<file path="src/kcdd_pkg.sv">
// shared types and constants for the capability descriptor decoder
// no dependencies; used by every module of the block
package kcdd_pkg;

  localparam int unsigned MapBits   = 128;
  localparam int unsigned MapRows   = 2;
  localparam int unsigned WordBits  = 32;
  localparam int unsigned CountBits = 10;

  localparam logic [CountBits-1:0] DefaultCountReset = 10'd512;
  localparam logic [6:0]           IrqNone           = 7'h7F;
  localparam logic [WordBits-1:0]  IoPageSize        = 32'h0000_1000;

  // descriptor prefixes, top bits only
  localparam logic [3:0]  PfxIrq     = 4'hE;
  localparam logic [4:0]  PfxSyscall = 5'b11110;
  localparam logic [7:0]  PfxHandles = 8'hFE;
  localparam logic [8:0]  PfxFlags   = 9'b1111_1111_0;
  localparam logic [11:0] PfxIoMap   = 12'hFFE;
  localparam logic [10:0] PfxStatic  = 11'b1111_1111_100;

  typedef enum logic [1:0] {
    REQ_CLEAR = 2'd0,
    REQ_DESC  = 2'd1,
    REQ_READ  = 2'd2,
    REQ_NONE  = 2'd3
  } req_e;

  typedef enum logic [3:0] {
    KIND_IRQ        = 4'd0,
    KIND_SYSCALL    = 4'd1,
    KIND_HANDLES    = 4'd2,
    KIND_FLAGS      = 4'd3,
    KIND_IO_MAP     = 4'd4,
    KIND_STATIC_PND = 4'd5,
    KIND_STATIC_MAP = 4'd6,
    KIND_MISMATCH   = 4'd7,
    KIND_MISSING    = 4'd8,
    KIND_PADDING    = 4'd9,
    KIND_UNKNOWN    = 4'd10,
    KIND_CLEARED    = 4'd11,
    KIND_READ       = 4'd12
  } kind_e;

  typedef enum logic [0:0] {
    ROW_IRQ     = 1'b0,
    ROW_SYSCALL = 1'b1
  } row_e;

  // register index on the configuration port
  localparam logic REG_DEFAULT_COUNT = 1'b0;

  typedef struct packed {
    logic                 pending;
    logic [WordBits-1:0]  first_word;
    logic [CountBits-1:0] handle_count;
    logic [WordBits-1:0]  flags;
  } dec_state_t;

  typedef struct packed {
    kind_e               kind;
    logic                map_valid;
    logic [WordBits-1:0] map_base;
    logic [WordBits-1:0] map_size;
    logic                map_ro;
  } dec_result_t;

  // masked bitmap update and row control toward the memory
  typedef struct packed {
    logic               clear;
    logic               wr_en;
    row_e               wr_row;
    logic [MapBits-1:0] wr_mask;
    logic [MapBits-1:0] wr_data;
    logic               rd_en;
    row_e               rd_row;
  } map_op_t;

endpackage

</file>
<file path="src/kcdd_decode.sv">
// descriptor classifier: prefix priority decode, next scalar state, bitmap ops
// depends on kcdd_pkg
module kcdd_decode import kcdd_pkg::*; (
  input  req_e                  req_i,
  input  logic [WordBits-1:0]   desc_i,
  input  logic                  last_i,
  input  logic [2:0]            word_index_i,
  input  logic [CountBits-1:0]  default_count_i,
  input  dec_state_t            state_i,
  output dec_state_t            state_o,
  output dec_result_t           result_o,
  output map_op_t               op_o
);

  logic [MapBits-1:0]  irq_mask;
  logic [7:0]          sys_base;
  logic [MapBits-1:0]  sys_window;
  logic [MapBits-1:0]  sys_data;
  logic [WordBits-1:0] st_start;
  logic [WordBits-1:0] st_end;

  always_comb begin
    irq_mask = '0;
    for (int j = 0; j < 4; j++) begin
      if (desc_i[7*j +: 7] != IrqNone) begin
        irq_mask = irq_mask | (MapBits'(1) << desc_i[7*j +: 7]);
      end
    end
  end

  // groups 6 and 7 shift the whole window out of the map
  assign sys_base   = 8'(desc_i[26:24]) * 8'd24;
  assign sys_window = MapBits'(24'hFF_FFFF) << sys_base;
  assign sys_data   = MapBits'(desc_i[23:0]) << sys_base;

  assign st_start = {state_i.first_word[19:0], 12'h000};
  assign st_end   = {desc_i[19:0], 12'h000};

  always_comb begin
    state_o  = state_i;
    result_o = '{kind: KIND_UNKNOWN, map_valid: 1'b0, map_base: '0, map_size: '0,
                 map_ro: 1'b0};
    op_o     = '{clear: 1'b0, wr_en: 1'b0, wr_row: ROW_IRQ, wr_mask: '0, wr_data: '0,
                 rd_en: 1'b0, rd_row: row_e'(word_index_i[2])};
    case (req_i)
      REQ_CLEAR: begin
        state_o.pending      = 1'b0;
        state_o.first_word   = '0;
        state_o.handle_count = default_count_i;
        state_o.flags        = '0;
        op_o.clear           = 1'b1;
        result_o.kind        = KIND_CLEARED;
      end
      REQ_READ: begin
        op_o.rd_en    = 1'b1;
        result_o.kind = KIND_READ;
      end
      REQ_DESC: begin
        if (state_i.pending) begin
          // second word of a static range, taken whatever its prefix
          state_o.pending = 1'b0;
          if (desc_i[31:21] != state_i.first_word[31:21]) begin
            result_o.kind = KIND_MISMATCH;
          end else begin
            result_o.kind      = KIND_STATIC_MAP;
            result_o.map_valid = 1'b1;
            result_o.map_base  = st_start;
            result_o.map_size  = st_end - st_start;
            result_o.map_ro    = state_i.first_word[20];
          end
        end else if (desc_i[31:28] == PfxIrq) begin
          result_o.kind = KIND_IRQ;
          op_o.wr_en    = 1'b1;
          op_o.wr_row   = ROW_IRQ;
          op_o.wr_mask  = irq_mask;
          op_o.wr_data  = irq_mask;
        end else if (desc_i[31:27] == PfxSyscall) begin
          result_o.kind = KIND_SYSCALL;
          op_o.wr_en    = 1'b1;
          op_o.wr_row   = ROW_SYSCALL;
          op_o.wr_mask  = sys_window;
          op_o.wr_data  = sys_data;
        end else if (desc_i[31:24] == PfxHandles) begin
          result_o.kind        = KIND_HANDLES;
          state_o.handle_count = desc_i[CountBits-1:0];
        end else if (desc_i[31:23] == PfxFlags) begin
          result_o.kind = KIND_FLAGS;
          state_o.flags = desc_i;
        end else if (desc_i[31:20] == PfxIoMap) begin
          result_o.kind      = KIND_IO_MAP;
          result_o.map_valid = 1'b1;
          result_o.map_base  = {desc_i[19:0], 12'h000};
          result_o.map_size  = IoPageSize;
        end else if (desc_i[31:21] == PfxStatic) begin
          if (last_i) begin
            result_o.kind = KIND_MISSING;
          end else begin
            result_o.kind      = KIND_STATIC_PND;
            state_o.pending    = 1'b1;
            state_o.first_word = desc_i;
          end
        end else if (&desc_i) begin
          result_o.kind = KIND_PADDING;
        end else begin
          result_o.kind = KIND_UNKNOWN;
        end
      end
      default: begin
      end
    endcase
  end

endmodule

</file>
<file path="src/kcdd_map_mem.sv">
// bitmap store: two 128-bit rows (interrupt map, syscall mask) with masked writes,
// per-row valid bits for the clear, registered read port; depends on kcdd_pkg
module kcdd_map_mem import kcdd_pkg::*; (
  input  logic               clk_i,
  input  logic               rst_ni,
  input  logic               en_i,
  input  map_op_t            op_i,
  output logic [MapBits-1:0] rd_data_o,
  output logic               rd_ok_o
);

  logic [MapBits-1:0] mem_q [MapRows];
  logic [MapRows-1:0] row_valid_q, row_valid_d;
  logic [MapBits-1:0] rd_data_q;
  logic               rd_ok_q;

  always_comb begin
    row_valid_d = row_valid_q;
    if (en_i && op_i.clear) begin
      row_valid_d = '0;
    end else if (en_i && op_i.wr_en) begin
      row_valid_d[op_i.wr_row] = 1'b1;
    end
  end

  always_ff @(posedge clk_i or negedge rst_ni) begin
    if (!rst_ni) begin
      row_valid_q <= '0;
    end else begin
      row_valid_q <= row_valid_d;
    end
  end

  // a row that is not valid reads as zero, so the first write fills it whole
  always_ff @(posedge clk_i) begin
    if (en_i && op_i.wr_en) begin
      if (row_valid_q[op_i.wr_row]) begin
        mem_q[op_i.wr_row] <= (mem_q[op_i.wr_row] & ~op_i.wr_mask) |
                              (op_i.wr_data & op_i.wr_mask);
      end else begin
        mem_q[op_i.wr_row] <= op_i.wr_data & op_i.wr_mask;
      end
    end
  end

  always_ff @(posedge clk_i) begin
    if (en_i && op_i.rd_en) begin
      rd_data_q <= mem_q[op_i.rd_row];
    end
  end

  always_ff @(posedge clk_i or negedge rst_ni) begin
    if (!rst_ni) begin
      rd_ok_q <= 1'b0;
    end else if (en_i && op_i.rd_en) begin
      rd_ok_q <= row_valid_q[op_i.rd_row];
    end
  end

  assign rd_data_o = rd_data_q;
  assign rd_ok_o   = rd_ok_q;

endmodule

</file>
<file path="src/kernel_capability_descriptor_decoder.sv">
// top level of the capability descriptor decoder: stream ports, apb register,
// scalar decode state and output register; uses kcdd_pkg, kcdd_decode, kcdd_map_mem
//
// usage
//   slave stream: one item per request. tuser carries req_type (clear, descriptor,
//   read bitmap word), tdata the descriptor word and word_index, tlast marks the
//   final descriptor of a list. request type 3 is taken and dropped, no result.
//   master stream: one result item per request of type 0 to 2. tuser carries kind,
//   tdata the map request fields, handle table count, flags word and readback data.
//   apb: one register, default_handle_count at address 0, loaded into the handle
//   count at reset and on every clear item.
// latency and throughput
//   a result appears in the cycle after its item is accepted. one item per cycle is
//   taken as long as the receiver keeps up: the only stage is the output register,
//   and s_axis_tready stays high whenever that register is empty or being drained.
//   the bitmaps sit in a two-row memory written with a bit mask at accept time and
//   read at accept time for readback, so back-to-back items see each other in order.
// reset and stalls
//   reset empties the output register, marks both bitmap rows as zero and restores
//   the register and the scalar state. when the receiver stalls, the result holds
//   and the slave side stops after the one item in flight.
module kernel_capability_descriptor_decoder import kcdd_pkg::*; (
  input  logic         clk_i,
  input  logic         rst_ni,
  // slave stream
  input  logic         s_axis_tvalid,
  output logic         s_axis_tready,
  input  logic [39:0]  s_axis_tdata,   // descriptor[31:0], word_index[34:32], zeros
  input  logic [1:0]   s_axis_tuser,   // req_type[1:0]
  input  logic         s_axis_tlast,   // last
  // master stream
  output logic         m_axis_tvalid,
  input  logic         m_axis_tready,
  output logic [143:0] m_axis_tdata,   // map_valid[0], map_base[32:1], map_size[64:33],
                                       // map_read_only[65], handle_table_count[75:66],
                                       // flags_word[107:76], read_data[139:108], zeros
  output logic [3:0]   m_axis_tuser,   // kind[3:0]
  // configuration
  input  logic         psel,
  input  logic         penable,
  input  logic         pwrite,
  input  logic [2:0]   paddr,
  input  logic [31:0]  pwdata,
  output logic [31:0]  prdata,
  output logic         pready
);

  logic                 s_acc;
  logic                 out_load;
  req_e                 req;

  logic [CountBits-1:0] dflt_count_q;
  dec_state_t           state_q, state_d;
  dec_result_t          result;
  map_op_t              op;

  logic [MapBits-1:0]   rd_row;
  logic                 rd_ok;

  // output register
  logic                 out_valid_q, out_valid_d;
  dec_result_t          out_res_q;
  logic [CountBits-1:0] out_count_q;
  logic [WordBits-1:0]  out_flags_q;
  logic [1:0]           out_word_q;
  logic [WordBits-1:0]  read_data;

  assign req           = req_e'(s_axis_tuser);
  assign s_axis_tready = !out_valid_q || m_axis_tready;
  assign s_acc         = s_axis_tvalid && s_axis_tready;
  assign out_load      = s_acc && (req != REQ_NONE);

  // configuration register, written on the apb access cycle
  assign pready = 1'b1;
  assign prdata = (paddr[2] == REG_DEFAULT_COUNT) ? 32'(dflt_count_q) : '0;

  always_ff @(posedge clk_i or negedge rst_ni) begin
    if (!rst_ni) begin
      dflt_count_q <= DefaultCountReset;
    end else if (psel && penable && pwrite && pready && (paddr[2] == REG_DEFAULT_COUNT)) begin
      dflt_count_q <= pwdata[CountBits-1:0];
    end
  end

  kcdd_decode u_decode (
    .req_i           (req),
    .desc_i          (s_axis_tdata[31:0]),
    .last_i          (s_axis_tlast),
    .word_index_i    (s_axis_tdata[34:32]),
    .default_count_i (dflt_count_q),
    .state_i         (state_q),
    .state_o         (state_d),
    .result_o        (result),
    .op_o            (op)
  );

  kcdd_map_mem u_map_mem (
    .clk_i     (clk_i),
    .rst_ni    (rst_ni),
    .en_i      (out_load),
    .op_i      (op),
    .rd_data_o (rd_row),
    .rd_ok_o   (rd_ok)
  );

  // scalar state: pending static word, handle count, flags
  always_ff @(posedge clk_i or negedge rst_ni) begin
    if (!rst_ni) begin
      state_q <= '{pending: 1'b0, first_word: '0, handle_count: DefaultCountReset,
                   flags: '0};
    end else if (out_load) begin
      state_q <= state_d;
    end
  end

  always_comb begin
    out_valid_d = out_valid_q;
    if (out_load) begin
      out_valid_d = 1'b1;
    end else if (m_axis_tready) begin
      out_valid_d = 1'b0;
    end
  end

  always_ff @(posedge clk_i or negedge rst_ni) begin
    if (!rst_ni) begin
      out_valid_q <= 1'b0;
    end else begin
      out_valid_q <= out_valid_d;
    end
  end

  always_ff @(posedge clk_i) begin
    if (out_load) begin
      out_res_q   <= result;
      out_count_q <= state_d.handle_count;
      out_flags_q <= state_d.flags;
      out_word_q  <= s_axis_tdata[33:32];
    end
  end

  // readback word comes straight off the memory's read register
  assign read_data = ((out_res_q.kind == KIND_READ) && rd_ok) ?
                     rd_row[out_word_q*WordBits +: WordBits] : '0;

  assign m_axis_tvalid = out_valid_q;
  assign m_axis_tuser  = out_res_q.kind;
  assign m_axis_tdata  = {4'b0000, read_data, out_flags_q, out_count_q, out_res_q.map_ro,
                          out_res_q.map_size, out_res_q.map_base, out_res_q.map_valid};

endmodule

</file>
<file path="config.mk">
export PLATFORM = sky130hd
export DESIGN_NAME = kernel_capability_descriptor_decoder
export DESIGN_NICKNAME = d
export VERILOG_FILES = /design/src/kcdd_pkg.sv /design/src/kcdd_decode.sv /design/src/kcdd_map_mem.sv /design/src/kernel_capability_descriptor_decoder.sv
export SDC_FILE = /design/constraint.sdc
export NUM_CORES = 1
export LEC_CHECK = 0
export BUFFER_PORTS_ARGS = -buffer_cell sky130_fd_sc_hd__buf_2
export CORE_UTILIZATION = 45
export CTS_CLUSTER_DIAMETER = 200
export CTS_CLUSTER_SIZE = 16
export DETAILED_ROUTE_END_ITERATION = 10
export GPL_TIMING_DRIVEN = 0
export HOLD_SLACK_MARGIN = 0.05
export PLACE_DENSITY = 0.62
export SLEW_MARGIN = 0
export SYNTH_ARGS = -nofsm -noshare
export SYNTH_HDL_FRONTEND = slang
export SYNTH_SLANG_ARGS = --single-unit
</file>
<file path="constraint.sdc">
create_clock -name clk_i -period 10.86 [get_ports clk_i]
set_input_delay 1.629 -clock clk_i [delete_from_list [all_inputs] [get_ports clk_i]]
set_output_delay 1.629 -clock clk_i [all_outputs]
set_load 0.01 [all_outputs]
</file>
==> results_dict.tcl <==
set metrics [dict create \
    outcome "finished with violations" \
    violations "capacitance limit, slew limit" \
    p_per_area_mw_per_mm2 131 \
    io_pins 268 \
    start_util 0.455 \
    routed_wl_mm 141 \
    synth_edf_count 474 \
    tightest_slew_ns 1.52 \
    antenna_found_initial 16 \
    ys.flop_type "edfxtp_1" \
    nNetsFinal 3164 \
    first_pass_iters 6 \
    leakagePower_nw 12.1 \
    syn_area_mm2 0.0311 \
    syn_to_final_growth_pct 12.3 \
    holdWs_ns 0.501 \
    grt_pass1_wl_mm 194 \
    skew_ns 0.0226 \
    grt_use_total 0.393 \
    placementRows 96 \
    grt_pass1_vias 25600 \
    yosysSeqAreaShare 0.529 \
    slew_headroom -0.0364 \
    ir_worst_vdd_mv 0.160 \
    dieWidth_um 265 \
    reg2reg_depth 8 \
    cts_buffer_depth 3 \
    synth_async_sr_flop_share 0.158 \
    worstSetupPathType "input port to flip-flop" \
    post-route-period-util 0.476 \
    drive_gt1_frac 0.192 \
    required_ns 11.21 \
    post-cts-setup-buffers 0 \
    gp_congestion 1.09 \
    ys_types 76 \
    final_util 0.511 \
    via_count 26800 \
    overflow 0 \
    netlist_instances 2755 \
    rsz0062_at_grt "no" \
    mostFrequentLayoutCells "edfxtp_1 (474), buf_2 (244), a21oi_1 (218), nand2_1 (195), o22ai_1 (170)" \
    whs_path_depth 1 \
    final_antenna_net_count 0 \
    post_cts_resized 0 \
    syn_area_per_cell_um2 11.3 \
    worstHoldPathType "flip-flop to flip-flop" \
    fp.dieArea_mm2 0.0702 \
    grt_max_degree 73 \
    ys_seq_elements 563 \
    maxCapViolCount 4 \
    path_max_fanout 12 \
    setup_viol 0 \
    drv_slew 3 \
    ys_warn_count 0 \
    cts_sinks 563 \
    portBuffers 183 \
    fmax_mhz 194 \
    core_area_mm2 0.0685 \
    htreeDepth 2 \
    path_clk_slew_ns 0.07 \
    mostFrequentLayoutCell "edfxtp_1" \
    wl_per_cell_um 35.5 \
    remaining_drc_errors 0 \
    period_needed_ns 5.17 \
    cp.arrival_ns 5.52 \
    hpwl_mm 108 \
    worstSkewPairLatency_ns 0.61 \
    drtIter0Drc 3950 \
    die_height_um 265 \
    cp-end-kind "flip-flop" \
    vias_per_cell 6.77 \
    finalHoldViolations 0 \
    worstSetupStartpointType "input port" \
    hold_buffers 0 \
    numCtsBuffers 41 \
    tritoncts "yes" \
    cts_root_buf "clkbuf_16" \
]
==> report_power, final <==
| part | switching (mW) | internal (mW) |
|---|---|---|
| clock network | 0.770 | 0.703 |
| logic | 0.462 | 0.200 |
| registers | 0.0372 | 2.40 |
| total | 1.27 | 3.30 |
==> synth_stat cells, drive strengths merged, types with 64 or more instances <==
master | number | area share
a21oi | 221 | 0.036
dfrtp | 87 | 0.070
a22o | 100 | 0.028
nand2 | 196 | 0.024
nor3 | 76 | 0.014
mux2 | 149 | 0.054
nand3 | 64 | 0.010
o21ai | 98 | 0.016
nor2b | 75 | 0.015
buf | 135 | 0.026
nor2 | 159 | 0.020
mux2i | 112 | 0.036
edfxtp | 474 | 0.46
o22ai | 170 | 0.034
clkbuf | 131 | 0.016
==> metal layers <==
| metal | share of wire | vias to the layer above | GRT usage |
|---|---|---|---|
| met3 | 0.11 | 335 | 0.0928 |
| met2 | 0.44 | 1722 | 0.584 |
| met4 | 0.054 | 4 | 0.189 |
| li1 | - | 11200 | - |
| met5 | 0.00023 | - | 0 |
| met1 | 0.40 | 13600 | 0.542 |
==> logic make-up after synthesis <==
group | after synthesis | synth area share
other | 2 | 0.000241
adders and majority gates | 30 | 0.0125
xor gates and xnor gates | 29 | 0.00864
DFF | 563 | 0.529
buffers and inverters | 291 | 0.0447
and+or+nand+nor | 691 | 0.109
muxes | 293 | 0.113
AOI/OAI and AO/OA | 856 | 0.183
==> area by class of cell <==
cell class	count	area [µm²]
well taps	882	1100
repair buffers	202	1350
fillers	6130	33500
multi-input cells	1950	13500
inverters	25	93.8
diodes	6	15.0
flip-flops and latches	563	16500
clock buffers	58	1090
clock inverters	4	53.8
plain buffers	266	1300
==> flip-flops by register name, summed over array words and instances (netlist names) <==
signal / cells
u_map_mem.rd_data_o: 128
out_count_q: 10
out_word_q: 2
u_map_mem.mem_q: 256
m_axis_tuser: 4
m_axis_tdata: 42
m_axis_tvalid: 1
state_q: 75
u_map_mem.row_valid_q: 2
u_map_mem.rd_ok_o: 1
out_flags_q: 32
dflt_count_q: 10
==> stage by stage <==
step           cells  cell area, µm²  total power [mW]  setup WS (ns)  setup TNS [ns]
6_report        3956           35000              4.57           5.69               0
5_1_grt         3954           35000              4.67           5.72               0
4_1_cts         3950           34900              4.55           5.78               0
3_5_place_dp    3888           33800              3.12           5.23               0
3_3_place_gp    3869           33300              3.11          -2.46         -528.47
2_1_floorplan   2804           31300              2.84           2.21               0
==> worst paths after layout <==
path,startpoint,slack (ns),to
min in group asynchronous,rst_ni,0.99,m_axis_tvalid$_DFFE_PN0P_
max reg2reg,m_axis_tvalid$_DFFE_PN0P_,7.29,u_map_mem.mem_q[1][29]$_DFFE_PP_
max,s_axis_tdata[24],5.69,u_map_mem.mem_q[1][77]$_DFFE_PP_
max in group asynchronous,rst_ni,9.20,state_q[59]$_DFFE_PN0P_
min reg2reg,state_q[66]$_DFFE_PN0P_,0.50,state_q[66]$_DFFE_PN0P_
min,state_q[66]$_DFFE_PN0P_,0.50,state_q[66]$_DFFE_PN0P_
==> worst max-delay path: stages <==
cell and delay, ns:
buf_2 0.16, inv_1 0.27, clkbuf_1 0.53, ha_1 0.34
buf_2 0.18, or2_0 0.22, clkbuf_1 0.27, nor2_1 0.25
a31oi_1 0.10, nor3_2 0.69, o21ai_0 0.54, and2_1 0.33
Note: power is estimated with default switching activity, not from simulation.
